### config.mk
export PLATFORM = sky130hd
export DESIGN_NAME = hs_fifo
export DESIGN_NICKNAME = d
export VERILOG_FILES = /design/src/rtl/hmac_sha1_engine_assert.svh /design/src/rtl/hs_pkg.sv /design/src/rtl/hs_fifo.sv
export SDC_FILE = /design/constraint.sdc
export NUM_CORES = 1
export LEC_CHECK = 0
export BUFFER_PORTS_ARGS = -buffer_cell sky130_fd_sc_hd__buf_4
export CAP_MARGIN = 30
export CORE_ASPECT_RATIO = 2
export CORE_UTILIZATION = 50
export CTS_CLUSTER_SIZE = 8
export DETAILED_ROUTE_END_ITERATION = 16
export GPL_ROUTABILITY_DRIVEN = 0
export HOLD_SLACK_MARGIN = 0.02
export MAX_ROUTING_LAYER = met4
export PLACE_DENSITY = 0.74
export SLEW_MARGIN = 20
export SYNTH_ARGS = -nofsm -noshare
export SYNTH_HDL_FRONTEND = slang
export SYNTH_SLANG_ARGS = --single-unit
### constraint.sdc
create_clock -name aclk -period 2.45 [get_ports aclk]
set_clock_uncertainty 0.1 [all_clocks]
set_input_delay 0.245 -clock aclk [delete_from_list [all_inputs] [get_ports aclk]]
set_output_delay 0.245 -clock aclk [all_outputs]
set_load 0.05 [all_outputs]
### src/rtl/hmac_sha1_engine_assert.svh
// Assertion macros for the HMAC-SHA1 engine
`ifndef HMAC_SHA1_ENGINE_ASSERT_SVH
`define HMAC_SHA1_ENGINE_ASSERT_SVH
`ifndef ASSERT_OFF
`define HS_ASSERT(label, clk, rstn, prop) \
    label: assert property (@(posedge clk) disable iff (!rstn) prop) else $error("assertion failed");
`define HS_ASSERT_RST(label, clk, prop) \
    label: assert property (@(posedge clk) prop) else $error("assertion failed");
`else
`define HS_ASSERT(label, clk, rstn, prop)
`define HS_ASSERT_RST(label, clk, prop)
`endif
`endif

### src/rtl/hs_pkg.sv
// Package for the HMAC-SHA1 engine: types, constants, rotate function
package hs_pkg;
    localparam int unsigned FIFO_DEPTH = 4;

    typedef enum logic [1:0] {
        MODE_KEY_BYTE = 2'd0,
        MODE_KEY_END  = 2'd1,
        MODE_MSG_BYTE = 2'd2,
        MODE_MSG_END  = 2'd3
    } mode_t;

    typedef struct packed {
        mode_t      mode;
        logic [7:0] data_byte;
    } item_t;

    typedef enum logic [1:0] {
        PH_READY = 2'd0,
        PH_KEY   = 2'd1,
        PH_MSG   = 2'd2
    } phase_t;

    // back-end sequencer states
    typedef enum logic [4:0] {
        ST_FETCH,
        ST_DISPATCH,
        ST_KEYB,
        ST_KEYHASH_INIT,
        ST_KEYHASH_WAIT,
        ST_PAD_LOAD,
        ST_PAD_WAIT,
        ST_ABSORB,
        ST_ABS_WAIT,
        ST_FIN_START,
        ST_FIN_STEP,
        ST_FIN_WAIT,
        ST_FIN_DONE,
        ST_OUT_FEED,
        ST_OUT_WAIT,
        ST_EMIT,
        ST_AFTER
    } state_t;

    // what the current finish is for
    typedef enum logic [1:0] {
        FIN_KEY   = 2'd0,
        FIN_INNER = 2'd1,
        FIN_OUTER = 2'd2
    } fin_t;

    // what to do once the current step ends
    typedef enum logic [1:0] {
        CONT_NONE  = 2'd0,
        CONT_INNER = 2'd1,
        CONT_ABS   = 2'd2,
        CONT_FIN   = 2'd3
    } cont_t;

    typedef struct packed {
        logic start;
        logic busy;
    } core_ctl_t;

    localparam logic [159:0] SHA_IV = {
        32'h67452301, 32'hEFCDAB89, 32'h98BADCFE, 32'h10325476, 32'hC3D2E1F0
    };
    localparam logic [7:0] IPAD = 8'h36;
    localparam logic [7:0] OPAD = 8'h5c;
    localparam logic [7:0] PAD_BYTE = 8'h80;
    localparam logic [6:0] BLOCK_BYTES = 7'd64;

    function automatic logic [31:0] rotl(input logic [31:0] x, input int unsigned n);
        rotl = (x << n) | (x >> (32 - n));
    endfunction
endpackage

### src/rtl/hs_fifo.sv
// Short item queue between the front end and the sequencer
module hs_fifo #(
    parameter int unsigned DEPTH = hs_pkg::FIFO_DEPTH
) (
    input  logic          aclk,
    input  logic          aresetn,
    input  logic          wr_valid,
    output logic          wr_ready,
    input  hs_pkg::item_t wr_data,
    output logic          rd_valid,
    input  logic          rd_ready,
    output hs_pkg::item_t rd_data
);
    localparam int unsigned AW = (DEPTH > 1) ? $clog2(DEPTH) : 1;

    hs_pkg::item_t       mem_reg [DEPTH];
    logic [AW-1:0]       wp_reg, rp_reg;
    logic [AW:0]         cnt_reg;
    logic                wr_en, rd_en;

    assign wr_ready = (cnt_reg != (AW+1)'(DEPTH));
    assign rd_valid = (cnt_reg != '0);
    assign rd_data  = mem_reg[rp_reg];
    assign wr_en    = wr_valid && wr_ready;
    assign rd_en    = rd_valid && rd_ready;

    always_ff @(posedge aclk) begin
        if (wr_en) begin
            mem_reg[wp_reg] <= wr_data;
        end
        if (!aresetn) begin
            wp_reg  <= '0;
            rp_reg  <= '0;
            cnt_reg <= '0;
        end else begin
            if (wr_en) begin
                wp_reg <= (wp_reg == AW'(DEPTH - 1)) ? '0 : wp_reg + 1'b1;
            end
            if (rd_en) begin
                rp_reg <= (rp_reg == AW'(DEPTH - 1)) ? '0 : rp_reg + 1'b1;
            end
            cnt_reg <= cnt_reg + (AW+1)'(wr_en) - (AW+1)'(rd_en);
        end
    end
endmodule

==> results_tabular.tex, run 1 <==
\begin{tabular}{lr}
\hline
Metric & Value \\
\hline
\multicolumn{2}{l}{\textbf{Status}} \\
Run status & complete, no violations \\
\multicolumn{2}{l}{\textbf{Critical path}} \\
Top cell by count, worst path & sky130\_fd\_sc\_hd\_\_ha\_4 \\
Highest cell delay on the worst timing path & approximately 400 ps \\
Endpoint kind of the worst setup timing path & flip-flop \\
Worst path top cell family by delay & simple AND/OR/NAND/NOR gates \\
Top fanout value on the critical path & 2 \\
Crit path cell chain & or3b\_4 > and2\_4 > inv\_4 > ha\_4 > inv\_2 > ha\_4 > inv\_1 > fa\_2 > xnor2\_2 > xnor2\_1 > and2\_1 \\
Type of the worst setup path & reg2reg \\
Standard cell with the maximum stage delay on the critical path & sky130\_fd\_sc\_hd\_\_or3b\_4 \\
Worst EP arrival & $\sim$2500 ps \\
Worst endpoint required time & about 2500 ps \\
Count of buffer and inverter cells on the critical path & 3 \\
Crit start category & flip-flop \\
\multicolumn{2}{l}{\textbf{CTS}} \\
Hold-fix buffer count after cts & 0 \\
CTS sink count & between 40 and 50 \\
Worst-skew pair later-pin latency & about 300 ps \\
CTS H-tree depth & 2 \\
Clk root buf & sky130\_fd\_sc\_hd\_\_clkbuf\_8 \\
Worst-path clk slew & 90 ps \\
TritonCTS clock tree & built \\
Num CTS Buffers & 5 \\
Maximum root-to-sink buffer count & 2 \\
\multicolumn{2}{l}{\textbf{Run}} \\
MaxCap Viol Count & 0 \\
\multicolumn{2}{l}{\textbf{Layout}} \\
Final antenna diode count & 0 \\
Share of post-route cells with drive strength above 1 & 0.4681 \\
Final design instance area without fill & roughly 0.0024 sq mm \\
Number of flip-flops under the largest register name & 40 \\
Final-stage net count & 162 \\
Share of the core filled with cells & 0.6531 \\
Area Overhead vs Synth & 23.73\% \\
\multicolumn{2}{l}{\textbf{Power and ir drop}} \\
Worst IR Drop VDD & 0.001014 V \\
Leakage power summed over all cells & just under 0.9 nW \\
Power per Cell Area & 1108 mW/mm\^{}2 \\
\multicolumn{2}{l}{\textbf{Timing}} \\
Final Slew Violations & 0 \\
Post-route fraction of the period consumed by the critical path & 0.9705 \\
Final hold violations & 0 \\
Setup violators final & 0 \\
Pin slew with the least headroom to its limit & 535.3 ps \\
Setup repair after global routing missed its margin & no \\
Slew Limit Headroom & 0.6432 \\
TNS Setup & 0 ps \\
Peak Freq & approximately 0.42 GHz \\
Final min period & approximately 2400 ps \\
\multicolumn{2}{l}{\textbf{Yosys}} \\
Syn avg cell area & about 19 sq um \\
Cells after synthesis & 104 \\
Yosys cell types & 26 \\
Flip-flop and latch count after synthesis & between 40 and 50 \\
Post-Synthesis Net Count & $\sim$130 \\
Total number of yosys warnings & 0 \\
Post-Synthesis Cell Area & 0.001924 sq mm \\
Share of synthesized area occupied by flip-flops and latches & 0.7178 \\
\multicolumn{2}{l}{\textbf{Global route}} \\
Final global-route overflow total & 0 \\
Global-route track usage on met3 & 0.04418 \\
GR Util All Layers & 0.1728 \\
Highest-utilization routing layer at the global route stage & met2 \\
Largest net degree at the start of global routing & 16 \\
Global-route wire length before repair & 4871 um \\
Met1 global-route usage & 0.1724 \\
GRT met2 Usage & 0.2876 \\
Number of global-route vias before repair & $\sim$1,100 \\
Number of antenna violations at the first check in global routing & 0 \\
\multicolumn{2}{l}{\textbf{Placed design}} \\
Buffers added on ports & 25 \\
HPWL after detailed placement & 2104 um \\
Instance area at placement & between 0.002 and 0.0025 sq mm \\
\multicolumn{2}{l}{\textbf{Route}} \\
Drt drc & 0 \\
First DRT Iteration DRCs & 24 \\
Final ANT Viol Nets & 0 \\
Number of vias per cell & 5.179 \\
Detailed-router iteration count before antenna repair & 6 \\
Final WL & 3031 um \\
Vias after detailed routing & approximately 980 \\
Average wire per cell in the routed design & 15.95 um \\
\multicolumn{2}{l}{\textbf{Die}} \\
Initial Util & 0.5278 \\
Die X & between 40 and 50 um \\
Total I/O pin count & 26 \\
Core region area & $\sim$0.0036 sq mm \\
Die outline area & between 0.004 and 0.005 sq mm \\
Overall die height & roughly 90 um \\
Number of rows in the core area & 31 \\
\multicolumn{2}{l}{\textbf{Worst hold path}} \\
Worst hold-check path type & in2reg \\
\hline
\end{tabular}
[cell usage after synthesis]
cell type | instances | share of area
sky130_fd_sc_hd__edfxtp_1 | 40 | 0.62
sky130_fd_sc_hd__mux4_2 | 10 | 0.12
sky130_fd_sc_hd__dfxtp_1 | 9 | 0.094
sky130_fd_sc_hd__ha_1 | 7 | 0.046
sky130_fd_sc_hd__inv_1 | 6 | 0.012
sky130_fd_sc_hd__nand2_1 | 5 | 0.0098
sky130_fd_sc_hd__and2_1 | 2 | 0.0065
sky130_fd_sc_hd__and3_1 | 2 | 0.0065
sky130_fd_sc_hd__and3_2 | 2 | 0.0078
sky130_fd_sc_hd__nand3_1 | 2 | 0.0052
sky130_fd_sc_hd__nor2_1 | 2 | 0.0039
sky130_fd_sc_hd__o21ai_0 | 2 | 0.0052
sky130_fd_sc_hd__xnor2_1 | 2 | 0.0091
sky130_fd_sc_hd__and2_4 | 1 | 0.0046
sky130_fd_sc_hd__buf_1 | 1 | 0.0019
sky130_fd_sc_hd__buf_2 | 1 | 0.0026
sky130_fd_sc_hd__buf_6 | 1 | 0.0059
sky130_fd_sc_hd__clkbuf_1 | 1 | 0.0019
sky130_fd_sc_hd__fa_1 | 1 | 0.010
sky130_fd_sc_hd__mux2i_1 | 1 | 0.0052
sky130_fd_sc_hd__nand4_1 | 1 | 0.0033
sky130_fd_sc_hd__nor2b_1 | 1 | 0.0033
sky130_fd_sc_hd__o21ai_1 | 1 | 0.0026
sky130_fd_sc_hd__o31ai_1 | 1 | 0.0039
sky130_fd_sc_hd__or3_2 | 1 | 0.0039
sky130_fd_sc_hd__or3b_1 | 1 | 0.0046
[cell type report]
class | instances | area [sq um]
flip-flops and latches | 49 | 1388
fillers | 286 | 1265
multi-input cells | 45 | 539.3
repair buffers | 33 | 247.7
clock buffers | 6 | 82.58
well taps | 49 | 61.31
clock inverters | 2 | 37.54
inverters | 6 | 25.02
[cells by family (layout without fill, tap and decap cells)]
family          count (synthesis)  in the layout  synth area share
simple gates                   20             20           0.05917
xor+xnor                        2              2          0.009104
mux                            11             11            0.1222
compound gates                  4              4           0.01170
buf+inv                        10             47           0.02405
flops                          49             49            0.7178
fa+ha+maj                       8              8           0.05592
[where the power goes]
part           internal, mW  leakage [nW]  switching [mW]
clock                 0.332        0.0574           0.257
combinational         0.400         0.370           0.558
sequential             1.02         0.442          0.0695
total                  1.75         0.869           0.885
[stage by stage]
stage | total power [mW] | setup slack, ps | hold WS [ps] | cells
2_1_floorplan | 1.735 | 21.23 | 243.9 | 104
6_report | 2.637 | 72.35 | 45.61 | 190
4_1_cts | 2.627 | 8.042 | 38.00 | 190
3_5_place_dp | 1.986 | 1.640 | 349.0 | 177
3_3_place_gp | 1.943 | 145.1 | 343.7 | 177
5_1_grt | 2.751 | 25.65 | 29.09 | 190
[cell usage in the layout (no fill, tap or decap), types with 2 or more instances in the layout]
cell and instances:
sky130_fd_sc_hd__edfxtp_1 40, sky130_fd_sc_hd__buf_4 33, sky130_fd_sc_hd__mux4_2 10, sky130_fd_sc_hd__dfxtp_1 6, sky130_fd_sc_hd__clkbuf_8 6, sky130_fd_sc_hd__nand2_1 5
sky130_fd_sc_hd__ha_1 5, sky130_fd_sc_hd__inv_1 4, sky130_fd_sc_hd__and3_1 2, sky130_fd_sc_hd__and3_2 2, sky130_fd_sc_hd__and2_1 2, sky130_fd_sc_hd__nor2_1 2
sky130_fd_sc_hd__nand3_1 2, sky130_fd_sc_hd__o21ai_0 2, sky130_fd_sc_hd__ha_4 2, sky130_fd_sc_hd__dfxtp_2 2
[final timing paths]
kind	start	endpoint	slack, ps	depth (start not counted)
setup / recovery	cnt_reg[1]	cnt_reg[2]	70	11
setup reg to reg	cnt_reg[1]	cnt_reg[2]	70	11
hold reg to reg	wp_reg[0]	wp_reg[0]	410	2
hold / removal	wr_data[5]	mem_reg[2][5]	50	1
[what timing repair did]
action	4_1_cts	5_1_grt
buffers inserted	5	0
gates resized for setup	7	4
setup endpoints to repair	1	1
pin swaps	3	4
[per-layer routing]
metal	part of all wire	vias up
li1	-	465
met1	0.37	490
met2	0.58	21
met3	0.026	8
met4	0.028	0
met5	0	-
Power figures use the tool's default switching activity.
==> inputs of run 2 (changes only) <==
REMOVE_ABC_BUFFERS = 1   (was not set)
==> results_tabular.tex, run 2 (synthesized netlist as in run 1, its figures left out) <==
\begin{tabular}{lr}
\hline
Metric & Value \\
\hline
\multicolumn{2}{l}{\textbf{Timing}} \\
Hold slack & about 38 ps \\
Final hold violations & 0 \\
Pin slew with the least headroom to its limit & between 500 and 600 ps \\
Slew Limit Headroom & 0.6439 \\
Post-route fraction of the period consumed by the critical path & 0.9760 \\
Peak Freq & 0.4182 GHz \\
TNS Setup & 0 ps \\
Setup violators final & 0 \\
Final min period & 2391 ps \\
Final Slew Violations & 0 \\
\multicolumn{2}{l}{\textbf{Global route}} \\
GR Util All Layers & 0.1805 \\
Global-route wire length before repair & 5119 um \\
Largest net degree at the start of global routing & 16 \\
Number of antenna violations at the first check in global routing & 0 \\
Final global-route overflow total & 0 \\
Number of global-route vias before repair & 1,082 \\
\multicolumn{2}{l}{\textbf{CTS}} \\
Clk root buf & sky130\_fd\_sc\_hd\_\_clkbuf\_8 \\
Worst-path clk slew & about 90 ps \\
CTS sink count & slightly below 50 \\
Num CTS Buffers & 5 \\
CTS H-tree depth & 2 \\
Maximum root-to-sink buffer count & 2 \\
Hold-fix buffer count after cts & 0 \\
TritonCTS clock tree & built \\
Worst-skew pair later-pin latency & approximately 300 ps \\
\multicolumn{2}{l}{\textbf{Power and ir drop}} \\
Internal power contribution & 1.715 mW \\
Combinational fraction of design power & 0.365 \\
Net Sw Power & 0.8811 mW \\
Leakage power summed over all cells & between 0.8 and 0.9 nW \\
Design Power & between 2 and 3 mW \\
Fraction of power spent switching nets & 0.3394 \\
Reg power frac & 0.419 \\
Clock power frac & 0.216 \\
Power per Cell Area & roughly 1100 mW/mm\^{}2 \\
Worst IR Drop VDD & approximately 0.00078 V \\
\multicolumn{2}{l}{\textbf{Route}} \\
Vias after detailed routing & between 900 and 1,000 \\
Average wire per cell in the routed design & 16.50 um \\
Detailed-router iteration count before antenna repair & 4 \\
Final WL & roughly 3100 um \\
First DRT Iteration DRCs & 34 \\
Final ANT Viol Nets & 0 \\
Number of vias per cell & between 5 and 6 \\
Drt drc & 0 \\
\multicolumn{2}{l}{\textbf{Die}} \\
Total I/O pin count & 26 \\
Initial Util & 0.5278 \\
Die X & between 40 and 50 um \\
Core region area & about 0.0036 sq mm \\
Die outline area & 0.004116 sq mm \\
Number of rows in the core area & 31 \\
Overall die height & between 80 and 90 um \\
\multicolumn{2}{l}{\textbf{Worst hold path}} \\
Worst hold-check path type & in2reg \\
Hold Crit Depth & 1 \\
\multicolumn{2}{l}{\textbf{Critical path}} \\
Top fanout value on the critical path & 4 \\
Crit start category & flip-flop \\
Endpoint kind of the worst setup timing path & flip-flop \\
Type of the worst setup path & reg2reg \\
Worst EP arrival & between 2000 and 2500 ps \\
Number of cell instances on the worst register-to-register path & 11 \\
Reg2Reg Setup Slack & between 50 and 60 ps \\
Worst endpoint required time & 2550 ps \\
\multicolumn{2}{l}{\textbf{Layout}} \\
Share of post-route cells with drive strength above 1 & 0.4500 \\
Filler cells & slightly below 300 \\
Area Overhead vs Synth & 22.37\% \\
Most frequent cells in the layout & 40 x sky130\_fd\_sc\_hd\_\_edfxtp\_1, 32 x sky130\_fd\_sc\_hd\_\_buf\_4, 10 x sky130\_fd\_sc\_hd\_\_mux4\_2 \\
Most common cell after layout, fill and taps aside & sky130\_fd\_sc\_hd\_\_edfxtp\_1 \\
Final antenna diode count & 0 \\
Number of flip-flops under the largest register name & 40 \\
Non-filler instance count after layout & approximately 190 \\
Final-stage net count & 161 \\
\multicolumn{2}{l}{\textbf{Placed design}} \\
Buffers added on ports & 25 \\
Post-Place Cells & between 150 and 200 \\
HPWL after detailed placement & 2112 um \\
\multicolumn{2}{l}{\textbf{Status}} \\
Run status & complete, no violations \\
\multicolumn{2}{l}{\textbf{Run}} \\
MaxCap Viol Count & 0 \\
\hline
\end{tabular}
-- run 2: power groups by stage --
stage                     combinational (mW)  sequential [mW]  clock [mW]
after detailed placement               0.882             1.10           0
after floorplan                        0.609             1.10           0
after CTS                              0.906             1.09       0.563
after global placement                 0.852             1.09           0
final                                  0.946             1.09       0.561
after global routing                    1.02             1.11       0.596
-- run 2: path summary, 6_finish.rpt --
kind                                       to        from
worst min-delay path            mem_reg[3][6]  wr_data[6]
worst max register to register     cnt_reg[2]  cnt_reg[2]
worst min register to register      wp_reg[0]   wp_reg[0]
worst max-delay path               cnt_reg[2]  cnt_reg[2]
-- run 2: metrics by stage --
stage	utilization	setup slack (ps)	instance area, sq um
floorplan	-	-266.7	1901
global placement	0.5978	71.20	2180
detailed placement	0.5978	-51.72	2180
CTS	0.6304	16.89	2298
global route	0.6458	-2.389	2355
finish	0.6458	58.78	2355
-- run 2: critical path, stage by stage, from the launching register on --
cell and delay [ps]:
sky130_fd_sc_hd__dfxtp_2 360, sky130_fd_sc_hd__or3b_4 380, sky130_fd_sc_hd__and2_4 150, sky130_fd_sc_hd__inv_2 60, sky130_fd_sc_hd__ha_4 190, sky130_fd_sc_hd__inv_2 60, sky130_fd_sc_hd__ha_4 110, sky130_fd_sc_hd__inv_1 50
sky130_fd_sc_hd__fa_2 400, sky130_fd_sc_hd__xnor2_2 160, sky130_fd_sc_hd__xnor2_1 120, sky130_fd_sc_hd__and2_1 150
-- run 2: repair_timing --
| item | CTS | global route |
|---|---|---|
| cloned | 0 | 0 |
| buffers inserted | 0 | 3 |
| endpoints found under the setup margin | 1 | 1 |
| pin swaps | 0 | 4 |
| gates resized for setup | 3 | 8 |
-- run 2: metal layers --
layer  part of all wire  global-route usage  vias to the layer above
li1                   -                   -                      464
met1               0.38              0.2040                      499
met2               0.57              0.2899                       21
met3              0.035             0.04418                        5
met4              0.021             0.07843                        0
met5                  0                   -                        -
-- run 2: final cells by class --
class                      count  area (sq um)  share of cell area
sequential                    49          1384              0.5877
multi-input combinational     45         539.3              0.2290
timing repair buffer          32         240.2              0.1020
clock buffer                   6         72.57             0.03082
tap                           49         61.31             0.02604
clock inverter                 2         35.03             0.01488
inverter                       6         22.52            0.009564
